## config.mk

```make
export PLATFORM = sky130hd
export DESIGN_NAME = modbus_rtu_response_checker_unit
export DESIGN_NICKNAME = d
export VERILOG_FILES = /design/src/sv/mrrc_pkg.sv /design/src/sv/mrrc_cfg.sv /design/src/sv/mrrc_in_reg.sv /design/src/sv/mrrc_parser.sv /design/src/sv/mrrc_out_reg.sv /design/src/sv/modbus_rtu_response_checker_unit.sv
export SDC_FILE = /design/constraint.sdc
export NUM_CORES = 1
export LEC_CHECK = 0
export CELL_PAD_IN_SITES_DETAIL_PLACEMENT = 0
export CELL_PAD_IN_SITES_GLOBAL_PLACEMENT = 1
export CORE_MARGIN = 1
export CORE_UTILIZATION = 52
export CTS_CLUSTER_DIAMETER = 40
export CTS_CLUSTER_SIZE = 14
export DETAILED_ROUTE_END_ITERATION = 6
export DONT_BUFFER_PORTS = 1
export PLACE_DENSITY = 0.9
export SYNTH_ARGS = -nofsm -noshare
export SYNTH_HDL_FRONTEND = slang
export SYNTH_SLANG_ARGS = --single-unit
```

## constraint.sdc

```tcl
create_clock -name clk -period 11.31 [get_ports clk]
set_clock_uncertainty 0.05 [all_clocks]
set_input_delay 0 -clock clk [delete_from_list [all_inputs] [get_ports clk]]
set_output_delay 0 -clock clk [all_outputs]
set_load 0.01 [all_outputs]
```

## src/sv/mrrc_pkg.sv

```systemverilog
// Shared types, constants and the CRC-16 byte update for the response checker.
`timescale 1ns / 1ps
`default_nettype none

package mrrc_pkg;

  // Burst limit and derived widths
  localparam int BURST_BYTES = 64;
  localparam int POS_W       = $clog2(BURST_BYTES + 1);
  localparam int LEN_W       = 9;
  localparam int START_W     = 6;
  localparam int FLEN_W      = 7;
  localparam int PADDR_W     = 4;
  localparam int PDATA_W     = 32;

  // CRC constants
  localparam logic [15:0] CRC_INIT = 16'hFFFF;
  localparam logic [15:0] CRC_POLY = 16'hA001;

  // Register indexes on the APB port
  localparam logic [1:0] REG_ADDRESS  = 2'd0;
  localparam logic [1:0] REG_FUNCTION = 2'd1;
  localparam logic [1:0] REG_LENGTH   = 2'd2;

  // Length rule codes
  localparam logic [1:0] RULE_BYTE_COUNT = 2'd0;
  localparam logic [1:0] RULE_FIXED3     = 2'd1;
  localparam logic [1:0] RULE_FIXED4     = 2'd2;
  localparam logic [1:0] RULE_FIXED6     = 2'd3;

  // Status codes
  localparam logic STATUS_OK   = 1'b0;
  localparam logic STATUS_FAIL = 1'b1;

  typedef struct packed {
    logic [7:0] address;
    logic [7:0] function_code;
    logic [1:0] length_rule;
  } cfg_t;

  typedef struct packed {
    logic [7:0] rx_byte;
    logic       end_of_burst;
  } in_word_t;

  typedef struct packed {
    logic                status;
    logic [START_W-1:0]  frame_start;
    logic [FLEN_W-1:0]   frame_length;
  } result_t;

  // One byte of the Modbus CRC-16, reflected, unrolled over eight bits
  function automatic logic [15:0] crc_byte(input logic [15:0] crc, input logic [7:0] b);
    logic [15:0] c;
    c = crc ^ {8'h00, b};
    for (int k = 0; k < 8; k++) begin
      c = c[0] ? ((c >> 1) ^ CRC_POLY) : (c >> 1);
    end
    return c;
  endfunction

endpackage

`default_nettype wire

```

## src/sv/mrrc_cfg.sv

```systemverilog
// APB register file: expected address, expected function code, length rule.
`timescale 1ns / 1ps
`default_nettype none

module mrrc_cfg (
  input  wire logic                        clk,
  input  wire logic                        rst,
  input  wire logic                        psel,
  input  wire logic                        penable,
  input  wire logic                        pwrite,
  input  wire logic [mrrc_pkg::PADDR_W-1:0] paddr,
  input  wire logic [mrrc_pkg::PDATA_W-1:0] pwdata,
  output logic      [mrrc_pkg::PDATA_W-1:0] prdata,
  output logic                             pready,
  output mrrc_pkg::cfg_t                   cfg
);
  import mrrc_pkg::*;

  logic [1:0] reg_index;
  logic       wr_en;

  assign reg_index = paddr[3:2];
  assign pready    = 1'b1;
  assign wr_en     = psel & penable & pwrite & pready;

  // Write the addressed register; drop writes beyond the list
  always_ff @(posedge clk) begin
    if (rst) begin
      cfg.address       <= 8'd1;
      cfg.function_code <= 8'd3;
      cfg.length_rule   <= RULE_BYTE_COUNT;
    end else if (wr_en) begin
      case (reg_index)
        REG_ADDRESS:  cfg.address       <= pwdata[7:0];
        REG_FUNCTION: cfg.function_code <= pwdata[7:0];
        REG_LENGTH:   cfg.length_rule   <= pwdata[1:0];
        default: ;
      endcase
    end
  end

  // Read back the addressed register
  always_comb begin
    case (reg_index)
      REG_ADDRESS:  prdata = {24'd0, cfg.address};
      REG_FUNCTION: prdata = {24'd0, cfg.function_code};
      REG_LENGTH:   prdata = {30'd0, cfg.length_rule};
      default:      prdata = '0;
    endcase
  end

endmodule

`default_nettype wire

```

## src/sv/mrrc_in_reg.sv

```systemverilog
// Input register: holds one received word until the parser takes it.
`timescale 1ns / 1ps
`default_nettype none

module mrrc_in_reg (
  input  wire logic                clk,
  input  wire logic                rst,
  input  wire logic                in_valid,
  output logic                     in_ready,
  input  wire logic [7:0]          rx_byte,
  input  wire logic                end_of_burst,
  input  wire logic                take,
  output logic                     held_valid,
  output mrrc_pkg::in_word_t       held
);
  import mrrc_pkg::*;

  assign in_ready = !held_valid || take;

  // Control: fill on accept, drain when the parser takes the word
  always_ff @(posedge clk) begin
    if (rst) begin
      held_valid <= 1'b0;
    end else if (in_valid && in_ready) begin
      held_valid <= 1'b1;
    end else if (take) begin
      held_valid <= 1'b0;
    end
  end

  // Payload: load on accept
  always_ff @(posedge clk) begin
    if (in_valid && in_ready) begin
      held.rx_byte      <= rx_byte;
      held.end_of_burst <= end_of_burst;
    end
  end

endmodule

`default_nettype wire

```

## src/sv/mrrc_parser.sv

```systemverilog
// Frame parser: address/function hunt, body length, CRC check, burst end.
`timescale 1ns / 1ps
`default_nettype none

module mrrc_parser (
  input  wire logic                clk,
  input  wire logic                rst,
  input  wire logic                take,
  input  wire mrrc_pkg::in_word_t  word,
  input  wire mrrc_pkg::cfg_t      cfg,
  output logic                     res_valid,
  output mrrc_pkg::result_t        res
);
  import mrrc_pkg::*;

  typedef enum logic [2:0] {
    PH_HUNT,
    PH_ADDR,
    PH_BODY,
    PH_CRCLO,
    PH_CRCHI,
    PH_DONE
  } phase_t;

  phase_t             phase, phase_next;
  logic [15:0]        running_crc, running_crc_next;
  logic [LEN_W-1:0]   body_length, body_length_next;
  logic [LEN_W-1:0]   bytes_taken, bytes_taken_next;
  logic [POS_W-1:0]   burst_position, burst_position_next;
  logic [START_W-1:0] candidate_start, candidate_start_next;
  logic [7:0]         crc_low_seen, crc_low_seen_next;
  logic               reported, reported_next;

  logic [7:0]         b;
  logic               pos_ok;
  logic               addr_hit, func_hit;
  logic [15:0]        crc_base, crc_upd;
  logic [LEN_W-1:0]   taken_inc, body_sel, frame_len_full;
  logic               hit, fail;

  assign b         = word.rx_byte;
  assign pos_ok    = burst_position < POS_W'(BURST_BYTES);
  assign addr_hit  = (b == cfg.address);
  assign func_hit  = (b == cfg.function_code);
  assign taken_inc = bytes_taken + LEN_W'(1);

  // Continue the running CRC in the body, restart it when a candidate opens
  assign crc_base = ((phase == PH_ADDR && func_hit) || phase == PH_BODY) ? running_crc
                                                                         : CRC_INIT;
  assign crc_upd  = crc_byte(crc_base, b);

  // Byte count arrives as the third frame byte
  assign body_sel = (taken_inc == LEN_W'(3) && body_length == '0)
                    ? ({1'b0, b} + LEN_W'(3)) : body_length;

  assign frame_len_full = body_length + LEN_W'(2);

  // Next state for the word in the input register
  always_comb begin
    phase_next           = phase;
    running_crc_next     = running_crc;
    body_length_next     = body_length;
    bytes_taken_next     = bytes_taken;
    burst_position_next  = burst_position;
    candidate_start_next = candidate_start;
    crc_low_seen_next    = crc_low_seen;
    reported_next        = reported;
    hit                  = 1'b0;
    fail                 = 1'b0;

    if (pos_ok) begin
      burst_position_next = burst_position + POS_W'(1);
      case (phase)
        PH_HUNT: begin
          if (addr_hit) begin
            phase_next           = PH_ADDR;
            candidate_start_next = START_W'(burst_position);
            running_crc_next     = crc_upd;
            bytes_taken_next     = LEN_W'(1);
            body_length_next     = '0;
          end
        end
        PH_ADDR: begin
          if (func_hit) begin
            running_crc_next = crc_upd;
            bytes_taken_next = LEN_W'(2);
            phase_next       = PH_BODY;
            case (cfg.length_rule)
              RULE_FIXED3: body_length_next = LEN_W'(3);
              RULE_FIXED4: body_length_next = LEN_W'(4);
              RULE_FIXED6: body_length_next = LEN_W'(6);
              default:     body_length_next = '0;
            endcase
          end else if (addr_hit) begin
            // Repeated address opens a new candidate here
            candidate_start_next = START_W'(burst_position);
            running_crc_next     = crc_upd;
            bytes_taken_next     = LEN_W'(1);
            body_length_next     = '0;
          end else begin
            phase_next = PH_HUNT;
          end
        end
        PH_BODY: begin
          running_crc_next = crc_upd;
          bytes_taken_next = taken_inc;
          body_length_next = body_sel;
          if (body_sel != '0 && taken_inc >= body_sel) begin
            phase_next = PH_CRCLO;
          end
        end
        PH_CRCLO: begin
          crc_low_seen_next = b;
          phase_next        = PH_CRCHI;
        end
        PH_CRCHI: begin
          if (crc_low_seen == running_crc[7:0] && b == running_crc[15:8]) begin
            hit           = 1'b1;
            reported_next = 1'b1;
            phase_next    = PH_DONE;
          end else begin
            phase_next = PH_HUNT;
          end
        end
        default: ;
      endcase
    end

    // End of burst: report failure if nothing was found, then clear
    if (word.end_of_burst) begin
      fail                 = !hit && !reported;
      phase_next           = PH_HUNT;
      running_crc_next     = CRC_INIT;
      body_length_next     = '0;
      bytes_taken_next     = '0;
      burst_position_next  = '0;
      candidate_start_next = '0;
      crc_low_seen_next    = '0;
      reported_next        = 1'b0;
    end
  end

  assign res_valid        = hit || fail;
  assign res.status       = hit ? STATUS_OK : STATUS_FAIL;
  assign res.frame_start  = hit ? candidate_start : '0;
  assign res.frame_length = hit ? frame_len_full[FLEN_W-1:0] : '0;

  // Advance burst state once per word taken
  always_ff @(posedge clk) begin
    if (rst) begin
      phase           <= PH_HUNT;
      running_crc     <= CRC_INIT;
      body_length     <= '0;
      bytes_taken     <= '0;
      burst_position  <= '0;
      candidate_start <= '0;
      crc_low_seen    <= '0;
      reported        <= 1'b0;
    end else if (take) begin
      phase           <= phase_next;
      running_crc     <= running_crc_next;
      body_length     <= body_length_next;
      bytes_taken     <= bytes_taken_next;
      burst_position  <= burst_position_next;
      candidate_start <= candidate_start_next;
      crc_low_seen    <= crc_low_seen_next;
      reported        <= reported_next;
    end
  end

endmodule

`default_nettype wire

```

## src/sv/mrrc_out_reg.sv

```systemverilog
// Result register: holds one result word until the receiver takes it.
`timescale 1ns / 1ps
`default_nettype none

module mrrc_out_reg (
  input  wire logic                            clk,
  input  wire logic                            rst,
  input  wire logic                            load,
  input  wire mrrc_pkg::result_t               res,
  output logic                                 free,
  output logic                                 out_valid,
  input  wire logic                            out_ready,
  output logic                                 status,
  output logic [mrrc_pkg::START_W-1:0]         frame_start,
  output logic [mrrc_pkg::FLEN_W-1:0]          frame_length
);
  import mrrc_pkg::*;

  result_t held;

  assign free         = !out_valid || out_ready;
  assign status       = held.status;
  assign frame_start  = held.frame_start;
  assign frame_length = held.frame_length;

  // Control: set on load, clear when taken
  always_ff @(posedge clk) begin
    if (rst) begin
      out_valid <= 1'b0;
    end else if (load) begin
      out_valid <= 1'b1;
    end else if (out_ready) begin
      out_valid <= 1'b0;
    end
  end

  // Payload: load a new result
  always_ff @(posedge clk) begin
    if (load) begin
      held <= res;
    end
  end

endmodule

`default_nettype wire

```

## src/sv/modbus_rtu_response_checker_unit.sv

```systemverilog
// Top level of the Modbus RTU response checker.
// Usage:
//   Input channel (in_valid/in_ready) carries one received byte per word, with
//   end_of_burst marking the last byte of a burst. Output channel
//   (out_valid/out_ready) carries at most one result word per burst: status 0
//   with frame_start and frame_length for the first frame whose CRC-16 checks,
//   or status 1 with zeros when the burst ends with no such frame.
//   Registers on the APB port: 0x0 expected address, 0x4 expected function,
//   0x8 length rule. Write them only while no burst is in flight.
//   Path: an accepted word is held in the input register; when the parser
//   takes it, the result is loaded into the output register, which raises
//   out_valid for the byte that completes the frame or ends the burst.
//   Throughput: one byte per cycle while the result register is free; the byte-wide
//   CRC update and frame state advance are combinational from the input register.
//   Reset clears burst state, empties both registers and restores register
//   defaults (address 1, function 3, length rule 0).
//   A stalled receiver holds the result; one more byte is taken into the input
//   register, then in_ready drops until the result is taken.
`timescale 1ns / 1ps
`default_nettype none

module modbus_rtu_response_checker_unit (
  input  wire logic                         clk,
  input  wire logic                         rst,
  input  wire logic                         in_valid,
  output logic                              in_ready,
  input  wire logic [7:0]                   rx_byte,
  input  wire logic                         end_of_burst,
  output logic                              out_valid,
  input  wire logic                         out_ready,
  output logic                              status,
  output logic [mrrc_pkg::START_W-1:0]      frame_start,
  output logic [mrrc_pkg::FLEN_W-1:0]       frame_length,
  input  wire logic                         psel,
  input  wire logic                         penable,
  input  wire logic                         pwrite,
  input  wire logic [mrrc_pkg::PADDR_W-1:0] paddr,
  input  wire logic [mrrc_pkg::PDATA_W-1:0] pwdata,
  output logic      [mrrc_pkg::PDATA_W-1:0] prdata,
  output logic                              pready
);
  import mrrc_pkg::*;

  cfg_t     cfg;
  in_word_t word;
  result_t  res;
  logic     word_valid;
  logic     take;
  logic     res_valid;
  logic     out_free;

  // Take the held word when the result register can accept its outcome
  assign take = word_valid && out_free;

  mrrc_cfg u_cfg (
    .clk     (clk),
    .rst     (rst),
    .psel    (psel),
    .penable (penable),
    .pwrite  (pwrite),
    .paddr   (paddr),
    .pwdata  (pwdata),
    .prdata  (prdata),
    .pready  (pready),
    .cfg     (cfg)
  );

  mrrc_in_reg u_in_reg (
    .clk          (clk),
    .rst          (rst),
    .in_valid     (in_valid),
    .in_ready     (in_ready),
    .rx_byte      (rx_byte),
    .end_of_burst (end_of_burst),
    .take         (take),
    .held_valid   (word_valid),
    .held         (word)
  );

  mrrc_parser u_parser (
    .clk       (clk),
    .rst       (rst),
    .take      (take),
    .word      (word),
    .cfg       (cfg),
    .res_valid (res_valid),
    .res       (res)
  );

  mrrc_out_reg u_out_reg (
    .clk          (clk),
    .rst          (rst),
    .load         (take && res_valid),
    .res          (res),
    .free         (out_free),
    .out_valid    (out_valid),
    .out_ready    (out_ready),
    .status       (status),
    .frame_start  (frame_start),
    .frame_length (frame_length)
  );

endmodule

`default_nettype wire

```

==> results of run 1 <==
[cell usage in the layout (no fill, tap or decap), drive strengths merged, types with 4 or more instances in the layout]
cell	synthesis	final
nand2b	19	19
o22ai	6	6
nor2b	4	4
nand2	32	32
conb	2	25
or4	4	4
o21ai	25	25
and2	11	11
a21oi	52	52
edfxtp	23	23
a211oi	5	5
and4	4	4
inv	14	14
xnor2	55	55
nor3	11	11
mux2i	25	25
nand3b	8	8
nand3	11	11
nand4	9	9
dlygate4sd3	0	23
a211o	4	4
clkbuf	20	13
nor4	5	5
nor2	96	96
dfxtp	79	79
a31oi	6	6
ha	13	13
xor2	29	29
buf	38	6
nor3b	9	9
and3	6	6
a22oi	17	17
[flip-flops by register name, indices dropped and copies added (netlist names)]
signal	flops
u_in_reg.held	9
u_parser.bytes_taken	9
u_parser.burst_position	7
u_parser.running_crc	16
u_cfg.cfg	18
u_parser.reported	1
u_parser.body_length	9
u_parser.candidate_start	6
u_in_reg.held_valid	1
u_out_reg.status	1
u_out_reg.out_valid	1
u_out_reg.frame_start	6
u_parser.crc_low_seen	8
u_out_reg.frame_length	7
u_parser.phase	3
[cell usage after synthesis (5+ instances only)]
cell	count	area, um2
nor4_1	5	31.3
and2_1	11	68.8
dfxtp_1	79	1580
mux2i_1	25	250
nand4_1	9	56.3
nor2_1	96	360
nand3b_1	8	60.1
and3_1	6	37.5
nand2b_1	19	119
nor3b_1	8	60.1
a21oi_1	52	260
xnor2_1	55	482
buf_4	25	188
edfxtp_1	23	691
ha_1	13	163
nand3_1	11	55.1
a22oi_1	17	128
nand2_1	32	120
o21ai_0	21	105
clkbuf_1	20	75.1
a31oi_1	5	31.3
nor3_1	11	55.1
o22ai_1	6	37.5
xor2_1	29	254
buf_2	9	45.0
inv_1	13	48.8
[how the worst max path moves through the flow]
stage / start / end / cells after the start
global placement: u_parser.body_length[4] / u_parser.phase[1] / 13
detailed placement: u_parser.body_length[4] / u_parser.phase[1] / 13
floorplan: u_parser.bytes_taken[0] / u_parser.phase[1] / 16
CTS: u_parser.body_length[4] / u_parser.phase[1] / 13
global route: u_parser.body_length[4] / u_parser.phase[1] / 13
finish: u_parser.body_length[4] / u_parser.phase[1] / 13
[metal layers]
layer / share of wire / wire, um / track usage
met1: 0.45 / 6170 / 0.312
met2: 0.49 / 6680 / 0.425
met3: 0.045 / 617 / 0.0454
met4: 0.020 / 273 / 0.106
met5: 0 / 0 / 0
[area by class of cell]
class,count,area [um2],area share
clock inverters,3,20.0,0.00309
multi-input cells,527,3420,0.527
flip-flops and latches,102,2270,0.350
repair buffers,29,295,0.0455
well taps,140,175,0.0270
inverters,14,52.6,0.00810
clock buffers,13,250,0.0386
[stage by stage]
stage,hold WS (ns),setup WS (ns),util,instances,total power (W)
final,0.00295,7.15,0.588,828,0.000744
after global routing,0.00303,6.85,0.588,828,0.000771
after CTS,0.00157,7.19,0.588,828,0.000748
after detailed placement,0.00186,7.19,0.540,788,0.000450
after global placement,0.00225,7.24,0.540,788,0.000448
after floorplan,0.0489,7.77,-,701,0.000449
[kinds of logic after synthesis]
logic type      Yosys count  synth area share
simple gates            235             0.197
compound gates          143             0.159
flops                   102             0.380
xor+xnor                 86             0.131
buf+inv                  72            0.0628
mux                      25            0.0418
fa+ha+maj                13            0.0272
other cells               2           0.00126
[timing repair]
item / 4_1_cts / 5_1_grt
endpoints found under the setup margin: 0 / 0
hold endpoints to repair: 81 / 0
resized for setup: 0 / 0
hold buffers: 24 / 0
[report_power, final]
| group | leakage (nW) | switching [W] | internal [W] | total (W) |
|---|---|---|---|---|
| Sequential | 0.857 | 0.0000106 | 0.000377 | 0.000387 |
| Clock | 0.126 | 0.000134 | 0.000155 | 0.000290 |
| Combinational | 1.33 | 0.0000369 | 0.0000302 | 0.0000672 |
[critical path, delay by kind of cell (launching register included)]
| family | cells | cell delay, ns |
|---|---|---|
| fa+ha+maj | 1 | 0.35 |
| compound gates | 9 | 2.23 |
| flops | 1 | 0.38 |
| simple gates | 3 | 1.10 |
==> summary.md, run 1 <==
| Metric | Value |
|---|---|
| Initial antenna violation count | 0 |
| # DRC | 0 |
| Worst hold stages | 1 |
| Unrepaired setup endpoints after global routing | no |
| Number of enable flip-flop cells after synthesis | 23 |
| Height of the chip | 109 um |
| Clock latency at the later pin of the worst-skew pair | 0.36 ns |
| Full die area | 0.0119 mm2 |
| Cell at the slowest stage of the critical path | a2111oi_4 |
| Global-route total usage across every layer | 0.251 |
| Start of the worst register-to-register path | u_parser.body_length[4] |
| Remaining global-route overflow | 0 |
| Ratio of cells with drive above 1 in the final layout | 0.0422 |
| Total Negative Setup Slacks | 0 ns |
| Total clock sinks | 102 |
| Worst-Margin Slew | 1.18 ns |
| Arrival time reported for the critical path endpoint | 4.42 ns |
| Weighted congestion at the end of routability-driven global placement | 0.882 |
| Crit-path cells | or4_1, nor3_1, o2111ai_1, a2111oi_4, a21oi_1, ha_1, a21o_1, a21o_1, a211oi_1, and3_1, o31ai_4, a211oi_2, a41o_1 |
| Crit path top cell by count | a21o_1 |
| Hpwl dp | 9590 um |
| Register bit total from synthesis | 102 |
| CTS clk-pin slew, worst paths | 0.07 ns |
| Worst setup SP type | register |
| Final slew viol count | 0 |
| Proportion of synthesized chip area in sequential cells | 0.380 |
| Post-CTS Setup Inserts | 0 |
| TritonCTS Buffers | 9 |
| Asr flop ratio synth | 0 |
| Worst Path Max Fanout | 13 |
| Data required time at the worst endpoint | 11.56 ns |
| Chip Width | 109 um |
| Wire length of the first global-routing pass | 22800 um |
| Cell area after placement | 0.00596 mm2 |
| TritonCTS clock tree | built |
| Number of placement rows | 38 |
| Iter 0 DRT Violations | 347 |
| Warnings, synthesis | 0 |
| Total wire length | 13700 um |
| Total of max-cap violations | 0 |
| Min Tclk post-route | 4.16 ns |
| Most used flip-flop cell after synthesis | dfxtp_1 |
| Nets | 748 |
| Routed Antenna Nets | 0 |
| Maximum level of the CTS H-tree | 3 |
| Outcome | finished clean |
| Number of standard cells after synthesis | 678 |
| Synthesis-to-layout area growth | 8.43% |
| Maximum operating frequency | 240 MHz |
| Endpoint class of the critical path | register |
| Routed via count divided by cell count | 5.78 |
| Headroom to the max-slew limit | 0.212 |
| Endpoint of the worst-slack reg-to-reg timing path | u_parser.phase[1] |
| Static Leak | 2.31 nW |
| Finished Cell Area | 0.00648 mm2 |
| Filler instances | 1016 |
| Delay contributed by the slowest stage of the critical path | 0.76 ns |
| Number of global-route vias before repair | 4604 |
| Drt pass-1 iters | 5 |
| Logic depth of the worst register-to-register path | 13 |
| Maximum vdd ir drop | 0.000101 V |
| Largest net degree at the start of global routing | 75 |
| Synthesized cell area | 0.00598 mm2 |
| Effective utilization at floorplan | 0.542 |
| Number of buffers between clock root and the deepest sink | 2 |
| Worst hold path class | primary input to primary output |
| Internal reg-to-reg setup slack | 7.15 ns |
| Routed wire length per instance | 16.6 um |
| Diode count | 0 |
| Routed vias | 4789 |
| Ports placed on the boundary | 101 |
| Final Hold Violating Endpoints | 0 |
| Synthesized area divided by synthesized cell count | 8.82 um2 |
| Start point of the worst min-delay path | paddr[3] |
| Area of the placeable core | 0.0110 mm2 |
| Final setup violation count | 0 |
| Library cells used by synthesis | 63 |
| Power density of the placed cells | 115 mW/mm2 |
| Clock tree root buffer cell | clkbuf_16 |
| Critical path class | register to register |
| Period utilization | 0.368 |
| Buffers on Ports | 0 |
| Worst Hold Endpoint | prdata[3] |
(Power assumes the default switching activity.)
==> inputs of run 2 (changes only) <==
CORE_UTILIZATION = 44   (was 52)
PLACE_DENSITY = 0.82   (was 0.9)
clock period = 3.5 ns   (was 11.31 ns; I/O delays follow)
==> run 2 against run 1 <==
Against the previous run:
- critical endpoint unchanged
- count of clock-buffer cells in the layout shrank 4
- cell area grew 6.2%
- sequential power rose to 3.2 times the previous value
- register-to-register slack worse by 7.1 ns
- total power rose to 3.3 times the previous value
==> summary.md, run 2 (synthesis results as in run 1) <==
| Metric | Value |
|---|---|
| Min Tclk post-route | 3.46 ns (was 4.16 ns) |
| Regs by FF count | u_cfg.cfg x18, u_parser.running_crc x16 (unchanged) |
| Ratio of cells with drive above 1 in the final layout | 0.110 (was 0.0422) |
| Family with the most delay on the worst path | simple AND/OR/NAND/NOR gates (was compound AO/OA/AOI/OAI gates) |
| Global-route total usage across every layer | 0.217 (was 0.251) |
| Chip Width | 119 um (was 109 um) |
| Endpoint class of the critical path | register (unchanged) |
| Outcome | finished clean (unchanged) |
| Full die area | 0.0141 mm2 (was 0.0119 mm2) |
| Static Leak | 2.56 nW (was 2.31 nW) |
| Largest net degree at the start of global routing | 75 (unchanged) |
| Remaining global-route overflow | 0 (unchanged) |
| Final slew viol count | 0 (unchanged) |
| # DRC | 0 (unchanged) |
| Power density of the placed cells | 357 mW/mm2 (was 115 mW/mm2) |
| Cell area after placement | 0.00629 mm2 (was 0.00596 mm2) |
| Number of global-route vias before repair | 4736 (was 4604) |
| Utilization of the core after routing | 0.520 (was 0.588) |
| Crit-path cells | and4_4, and4_1, or3_1, a2111oi_4, buf_4, and2_4, nor2_1, ha_1, nand4_1, nor2_1, a211oi_2, and3_1, o31ai_4, a211oi_2, a41o_1 (was or4_1, nor3_1, o2111ai_1, a2111oi_4, a21oi_1, ha_1, a21o_1, a21o_1, a211oi_1, and3_1, o31ai_4, a211oi_2, a41o_1) |
| Weighted congestion at the end of routability-driven global placement | 0.881 (was 0.882) |
| Arrival time reported for the critical path endpoint | 3.67 ns (was 4.42 ns) |
| Routed via count divided by cell count | 5.42 (was 5.78) |
| Total clock sinks | 102 (unchanged) |
| Worst setup SP type | register (unchanged) |
| Critical path class | register to register (unchanged) |
| Final Hold Violating Endpoints | 0 (unchanged) |
| Routed vias | 4901 (was 4789) |
| TritonCTS Buffers | 9 (unchanged) |
| Max FFs per register | 18 (unchanged) |
| Worst hold path class | primary input to primary output (unchanged) |
| TritonCTS clock tree | built (unchanged) |
| Finished Cell Area | 0.00689 mm2 (was 0.00648 mm2) |
| Maximum level of the CTS H-tree | 3 (unchanged) |
| Wire length of the first global-routing pass | 24000 um (was 22800 um) |
| Cell at the slowest stage of the critical path | or3_1 (was a2111oi_4) |
| Data required time at the worst endpoint | 3.71 ns (was 11.56 ns) |
| Maximum vdd ir drop | 0.000452 V (was 0.000101 V) |
| Ports placed on the boundary | 101 (unchanged) |
| Total wire length | 14800 um (was 13700 um) |
| Maximum operating frequency | 289 MHz (was 240 MHz) |
| Synthesis-to-layout area growth | 15.2% (was 8.43%) |
| Hpwl dp | 10700 um (was 9590 um) |
| Post-route insts no fill | 904 (was 828) |
| Register with the highest flop count | u_cfg.cfg (unchanged) |
| Post-CTS Setup Inserts | 0 (unchanged) |
| Unrepaired setup endpoints after global routing | yes (was no) |
| Initial antenna violation count | 0 (unchanged) |
| Clock latency at the later pin of the worst-skew pair | 0.36 ns (about the same) |
| Tot Pwr | 0.00246 W (was 0.000744 W) |
| Headroom to the max-slew limit | 0.518 (was 0.212) |
| Inst Count DP | 862 (was 788) |
| Top library cells by usage in the layout, fill and taps aside | nor2_1 (96), dfxtp_1 (79), xnor2_1 (55) (unchanged) |
| Buffers on Ports | 0 (unchanged) |
| Drt pass-1 iters | 6 (was 5) |
| Worst Path Max Fanout | 5 (was 13) |
| Delay contributed by the slowest stage of the critical path | 0.36 ns (was 0.76 ns) |
| Worst-Margin Slew | 0.718 ns (was 1.18 ns) |
| Period utilization | 0.988 (was 0.368) |
| Number of buffers between clock root and the deepest sink | 2 (unchanged) |
| Height of the chip | 119 um (was 109 um) |
| Number of placement rows | 42 (was 38) |
| Area of the placeable core | 0.0132 mm2 (was 0.0110 mm2) |
| Final setup violation count | 0 (unchanged) |
| Clock tree root buffer cell | clkbuf_16 (unchanged) |
| Routed wire length per instance | 16.4 um (was 16.6 um) |
| Effective utilization at floorplan | 0.452 (was 0.542) |
| Nets | 788 (was 748) |
| Routed Antenna Nets | 0 (unchanged) |
| Total Negative Setup Slacks | 0 ns (unchanged) |
| Iter 0 DRT Violations | 217 (was 347) |
| Critical path buffers and inverters | 1 (was 0) |
| CTS clk-pin slew, worst paths | 0.07 ns (about the same) |
| Most common cell after layout, fill and taps aside | nor2_1 (unchanged) |
| Total of max-cap violations | 0 (unchanged) |
| Diode count | 0 (unchanged) |
==> run 2: cell count changes in the layout (fill, tap and decap cells not counted), moves of 2 or more <==
cell and delta:
clkbuf_1 -3, clkinvlp_4 -2, inv_8 +2, inv_6 +3, or4_1 -2, buf_4 +38
or4_4 +2
==> run 2: path summary, 6_finish.rpt <==
kind                                               from           endpoint  slack (ns)  depth (start not counted)
worst max register to register  u_parser.bytes_taken[5]  u_parser.phase[1]        0.04                         15
worst min-delay path                           paddr[3]          prdata[3]       0.004                          1
worst min register to register        u_parser.reported  u_parser.reported        0.42                          2
worst max-delay path            u_parser.bytes_taken[5]  u_parser.phase[1]        0.04                         15
==> run 2: power breakdown <==
group          switching (W)  total (W)  internal (W)
logic               0.000138   0.000247      0.000109
clock network       0.000479   0.000979      0.000500
registers          0.0000182    0.00123       0.00121
total               0.000635    0.00246       0.00182
==> run 2: repair_timing <==
item / CTS / global route
setup endpoints to repair: 3 / 3
cloned: 1 / 0
pin swaps: 4 / 4
gates resized for setup: 4 / 7
hold buffers: 25 / 0
hold endpoints to repair: 87 / 0
==> run 2: layout make-up <==
cell class	count	area, um2
Sequential cell	102	2270
Timing Repair Buffer	69	596
Tap cell	176	220
Fill cell	1249	6350
Multi-Input combinational cell	527	3460
Inverter	14	52.6
Clock inverter	7	62.6
Clock buffer	9	225
==> run 2: per-stage QoR <==
| stage | hold WS (ns) | worst slack (ns) |
|---|---|---|
| floorplan | 0.0489 | 0.00231 |
| global placement | 0.00335 | -0.0815 |
| detailed placement | 0.00270 | -0.212 |
| CTS | 0.00243 | 0.0190 |
| global route | 0.00447 | -0.0984 |
| finish | 0.00402 | 0.0419 |
==> run 2: routing by layer <==
layer / part of all wire / global-route usage / vias to the layer above / wire length (um)
li1: - / - / 2422 / -
met1: 0.46 / 0.280 / 2325 / 6810
met2: 0.48 / 0.360 / 141 / 7090
met3: 0.046 / 0.0401 / 13 / 678
met4: 0.014 / 0.0767 / 0 / 206
met5: 0 / 0 / - / 0
==> inputs of run 3 (changes only) <==
ABC_AREA = 1   (was not set)
CORE_ASPECT_RATIO = 1.75   (was not set)
CORE_UTILIZATION = 42   (was 44)
==> run 3 against run 2 <==
Against the previous run:
- sequential power is 4% higher
- synthesized area is 5.0% higher
- highest routed layer unchanged
- setup slack improved by 0.23 ns
- core utilization decreased by 3.2 points
- largest cell class unchanged
- global-route usage increased by 3.1 points
- fmax grew 7.1%
- count of clock-buffer cells in the layout up 1
- non-clock buffer count shrank 8
==> summary.md, run 3 <==
| Metric | Value |
|---|---|
| Number of global-route vias before repair | 5624 (was 4736) |
| Ports placed on the boundary | 101 (unchanged) |
| TritonCTS clock tree | built (unchanged) |
| Most common cell after layout, fill and taps aside | nand2_1 (was nor2_1) |
| Unrepaired setup endpoints after global routing | no (was yes) |
| Maximum level of the CTS H-tree | 3 (unchanged) |
| Largest net degree at the start of global routing | 44 (was 75) |
| Static Leak | 2.96 nW (was 2.56 nW) |
| Routed wire length per instance | 16.4 um (about the same) |
| Proportion of synthesized chip area in sequential cells | 0.362 (was 0.380) |
| Regs by FF count | u_cfg.cfg x18, u_parser.running_crc x16 (unchanged) |
| Remaining global-route overflow | 0 (unchanged) |
| Worst-case setup slack after placement | 0.106 ns (was -0.212 ns) |
| Global-route total usage across every layer | 0.247 (was 0.217) |
| Synthesized cell area | 0.00628 mm2 (was 0.00598 mm2) |
| Synthesis-to-layout area growth | 12.8% (was 15.2%) |
| Number of placement rows | 58 (was 42) |
| Outcome | finished clean (unchanged) |
| Maximum operating frequency | 310 MHz (was 289 MHz) |
| Number of buffers between clock root and the deepest sink | 2 (unchanged) |
| Drt pass-1 iters | 5 (was 6) |
| Fraction of power consumed by combinational cells | 0.164 (was 0.100) |
| Most used flip-flop cell after synthesis | dfxtp_1 (unchanged) |
| Tot Pwr | 0.00272 W (was 0.00246 W) |
| Top area cells in the synthesized netlist | dfxtp_1 (25%), nand2_1 (13%), edfxtp_1 (11%) (was dfxtp_1 (26%), edfxtp_1 (12%), xnor2_1 (8.1%)) |
| Power density of the placed cells | 383 mW/mm2 (was 357 mW/mm2) |
| Top cell type by total area after synthesis | dfxtp_1 (unchanged) |
| Worst Path Max Fanout | 6 (was 5) |
| Arrival time reported for the critical path endpoint | 3.42 ns (was 3.67 ns) |
| CTS clk-pin slew, worst paths | 0.08 ns (was 0.07 ns) |
| XOR/XNOR share of the synthesized area | 0.0558 (was 0.131) |
| Proportion of total power due to net switching | 0.306 (was 0.258) |
| Register bit total from synthesis | 102 (unchanged) |
| Portion of synthesized cell area occupied by the leading cell type | 0.252 (was 0.264) |
| Headroom to the max-slew limit | 0.341 (was 0.518) |
| Post-Synth Adder-Cell Area | 0.0259 (was 0.0272) |
| Utilization of the core after routing | 0.488 (was 0.520) |
| Full die area | 0.0155 mm2 (was 0.0141 mm2) |
| Effective utilization at floorplan | 0.433 (was 0.452) |
| Relative contribution of the clock network to total power | 0.365 (was 0.398) |
| Height of the chip | 164 um (was 119 um) |
| Synth Area in Compound Gates | 0.154 (was 0.159) |
| Data required time at the worst endpoint | 3.69 ns (was 3.71 ns) |
| Min Tclk post-route | 3.23 ns (was 3.46 ns) |
| Synthesized area divided by synthesized cell count | 7.11 um2 (was 8.82 um2) |
| Total wire length | 18200 um (was 14800 um) |
| # DRC | 0 (unchanged) |
| Initial antenna violation count | 0 (unchanged) |
| Critical path class | register to register (unchanged) |
| Period utilization | 0.923 (was 0.988) |
| Max FFs per register | 18 (unchanged) |
| Warnings, synthesis | 0 (unchanged) |
| Routed vias | 5775 (was 4901) |
| Most instantiated cells after synthesis | nand2_1 (214), inv_1 (91), nor2_1 (83) (was nor2_1 (96), dfxtp_1 (79), xnor2_1 (55)) |
| Top library cells by usage in the layout, fill and taps aside | nand2_1 (213), inv_1 (91), nor2_1 (81) (was nor2_1 (96), dfxtp_1 (79), xnor2_1 (55)) |
| Nets | 988 (was 788) |
| Filler instances | 1497 (was 1249) |
| Worst setup SP type | register (unchanged) |
| Register with the highest flop count | u_cfg.cfg (unchanged) |
| Share of cell area taken by muxes after synthesis | 0 (was 0.0418) |
| Internal power component | 0.00188 W (was 0.00182 W) |
| Worst hold path class | primary input to register (was primary input to primary output) |
| Total clock sinks | 102 (unchanged) |
| Inst Count DP | 1068 (was 862) |
| Buffers on Ports | 0 (unchanged) |
| Power dissipated by switching net loads | 0.000831 W (was 0.000635 W) |
| Total Negative Setup Slacks | 0 ns (unchanged) |
| Number of enable flip-flop cells after synthesis | 23 (unchanged) |
| Library cells used by synthesis | 44 (was 63) |
| Chip Width | 94.4 um (was 119 um) |
| Endpoint class of the critical path | register (unchanged) |
| Routed Antenna Nets | 0 (unchanged) |
| Final critical-path setup slack | 0.271 ns (was 0.0419 ns) |
| Area fraction in and, or, nand and nor cells after synthesis | 0.285 (was 0.197) |
| Clock tree root buffer cell | clkbuf_16 (unchanged) |
| Cell with the most instances after synthesis | nand2_1 (was nor2_1) |
| Worst-Margin Slew | 0.988 ns (was 0.718 ns) |
| Iter 0 DRT Violations | 242 (was 217) |
| Routed via count divided by cell count | 5.21 (was 5.42) |
| Diode count | 0 (unchanged) |
| Number of standard cells after synthesis | 883 (was 678) |
| Final slew viol count | 0 (unchanged) |
| Maximum vdd ir drop | 0.000224 V (was 0.000452 V) |
| Post-route insts no fill | 1108 (was 904) |
| Final setup violation count | 0 (unchanged) |
| Weighted congestion at the end of routability-driven global placement | 0.923 (was 0.881) |
| Clock latency at the later pin of the worst-skew pair | 0.35 ns (was 0.36 ns) |
| Dominant combinational cell family by area after synthesis | simple AND/OR/NAND/NOR gates (unchanged) |
| Total of max-cap violations | 0 (unchanged) |
| Asr flop ratio synth | 0 (unchanged) |
| Final Hold Violating Endpoints | 0 (unchanged) |
| Wire length of the first global-routing pass | 28600 um (was 24000 um) |
| Post-CTS Setup Inserts | 0 (unchanged) |
| Hpwl dp | 14000 um (was 10700 um) |
| Ratio of cells with drive above 1 in the final layout | 0.111 (was 0.110) |
| Area of the placeable core | 0.0145 mm2 (was 0.0132 mm2) |
| TritonCTS Buffers | 9 (unchanged) |
| Power share of the sequential group | 0.471 (was 0.501) |
==> run 3: path summary, 6_finish.rpt <==
check,startpoint,to,slack [ns],cells past startpoint
setup / recovery,u_parser.bytes_taken[1],u_parser.phase[0],0.27,20
hold / removal,pwrite,u_cfg.cfg[1],0.005,5
setup reg to reg,u_parser.bytes_taken[1],u_parser.phase[0],0.27,20
hold reg to reg,u_parser.body_length[4],u_parser.body_length[4],0.42,2
==> run 3: kinds of logic (layout without fill, tap and decap cells) <==
group,count (synthesis),in the layout
AND/OR/NAND/NOR,405,405
AO/OA/AOI/OAI,165,165
buffers and inverters,156,178
flip-flops,102,102
XOR/XNOR,40,40
adder cells (fa/ha/maj),13,13
other,2,25
==> run 3: cell type report <==
| cell class | instances | area (um2) | share of cell area |
|---|---|---|---|
| Sequential cell | 102 | 2270 | 0.321 |
| Tap cell | 180 | 225 | 0.0318 |
| Inverter | 101 | 379 | 0.0535 |
| Clock buffer | 10 | 229 | 0.0323 |
| Clock inverter | 6 | 53.8 | 0.00760 |
| Multi-Input combinational cell | 648 | 3390 | 0.479 |
| Timing Repair Buffer | 61 | 528 | 0.0746 |
==> run 3: metal layers <==
layer,global-route usage,wire (um)
met1,0.237,6440
met2,0.470,9910
met3,0.0356,635
met4,0.169,1240
met5,0,0
==> run 3: what timing repair did <==
action / 4_1_cts / 5_1_grt
resized for setup: 0 / 8
hold buffers: 24 / 0
endpoints found under the hold margin: 75 / 0
setup endpoints to repair: 0 / 3
==> run 3: critical path, cell delays in order, from the launching register on <==
cell,delay [ns]
dfxtp_2,0.37
ha_1,0.19
nand3_1,0.14
nor2_2,0.14
nand3_1,0.12
xnor2_2,0.19
nor2_2,0.16
nand3_2,0.14
o31ai_1,0.23
inv_1,0.08
ha_1,0.30
a21oi_1,0.16
nor2_1,0.07
a211oi_2,0.19
nand4_1,0.13
nand2_1,0.09
nand2_1,0.11
nand2_2,0.11
nand2_1,0.05
nand2_1,0.05
nor2_1,0.03
==> run 3: stage by stage <==
stage	instance area, um2	hold WS [ns]
after detailed placement	6520	0.0250
final	7080	0.00512
after global routing	7080	0.0499
after floorplan	6360	0.0489
after global placement	6520	0.0226
after CTS	7050	0.00846
==> run 3: power by group through the flow <==
stage	logic (W)	registers [W]	clock network, W
finish	0.000445	0.00128	0.000992
detailed placement	0.000408	0.00131	0
floorplan	0.000329	0.00129	0
global route	0.000493	0.00128	0.00104
global placement	0.000407	0.00130	0
CTS	0.000443	0.00128	0.00101
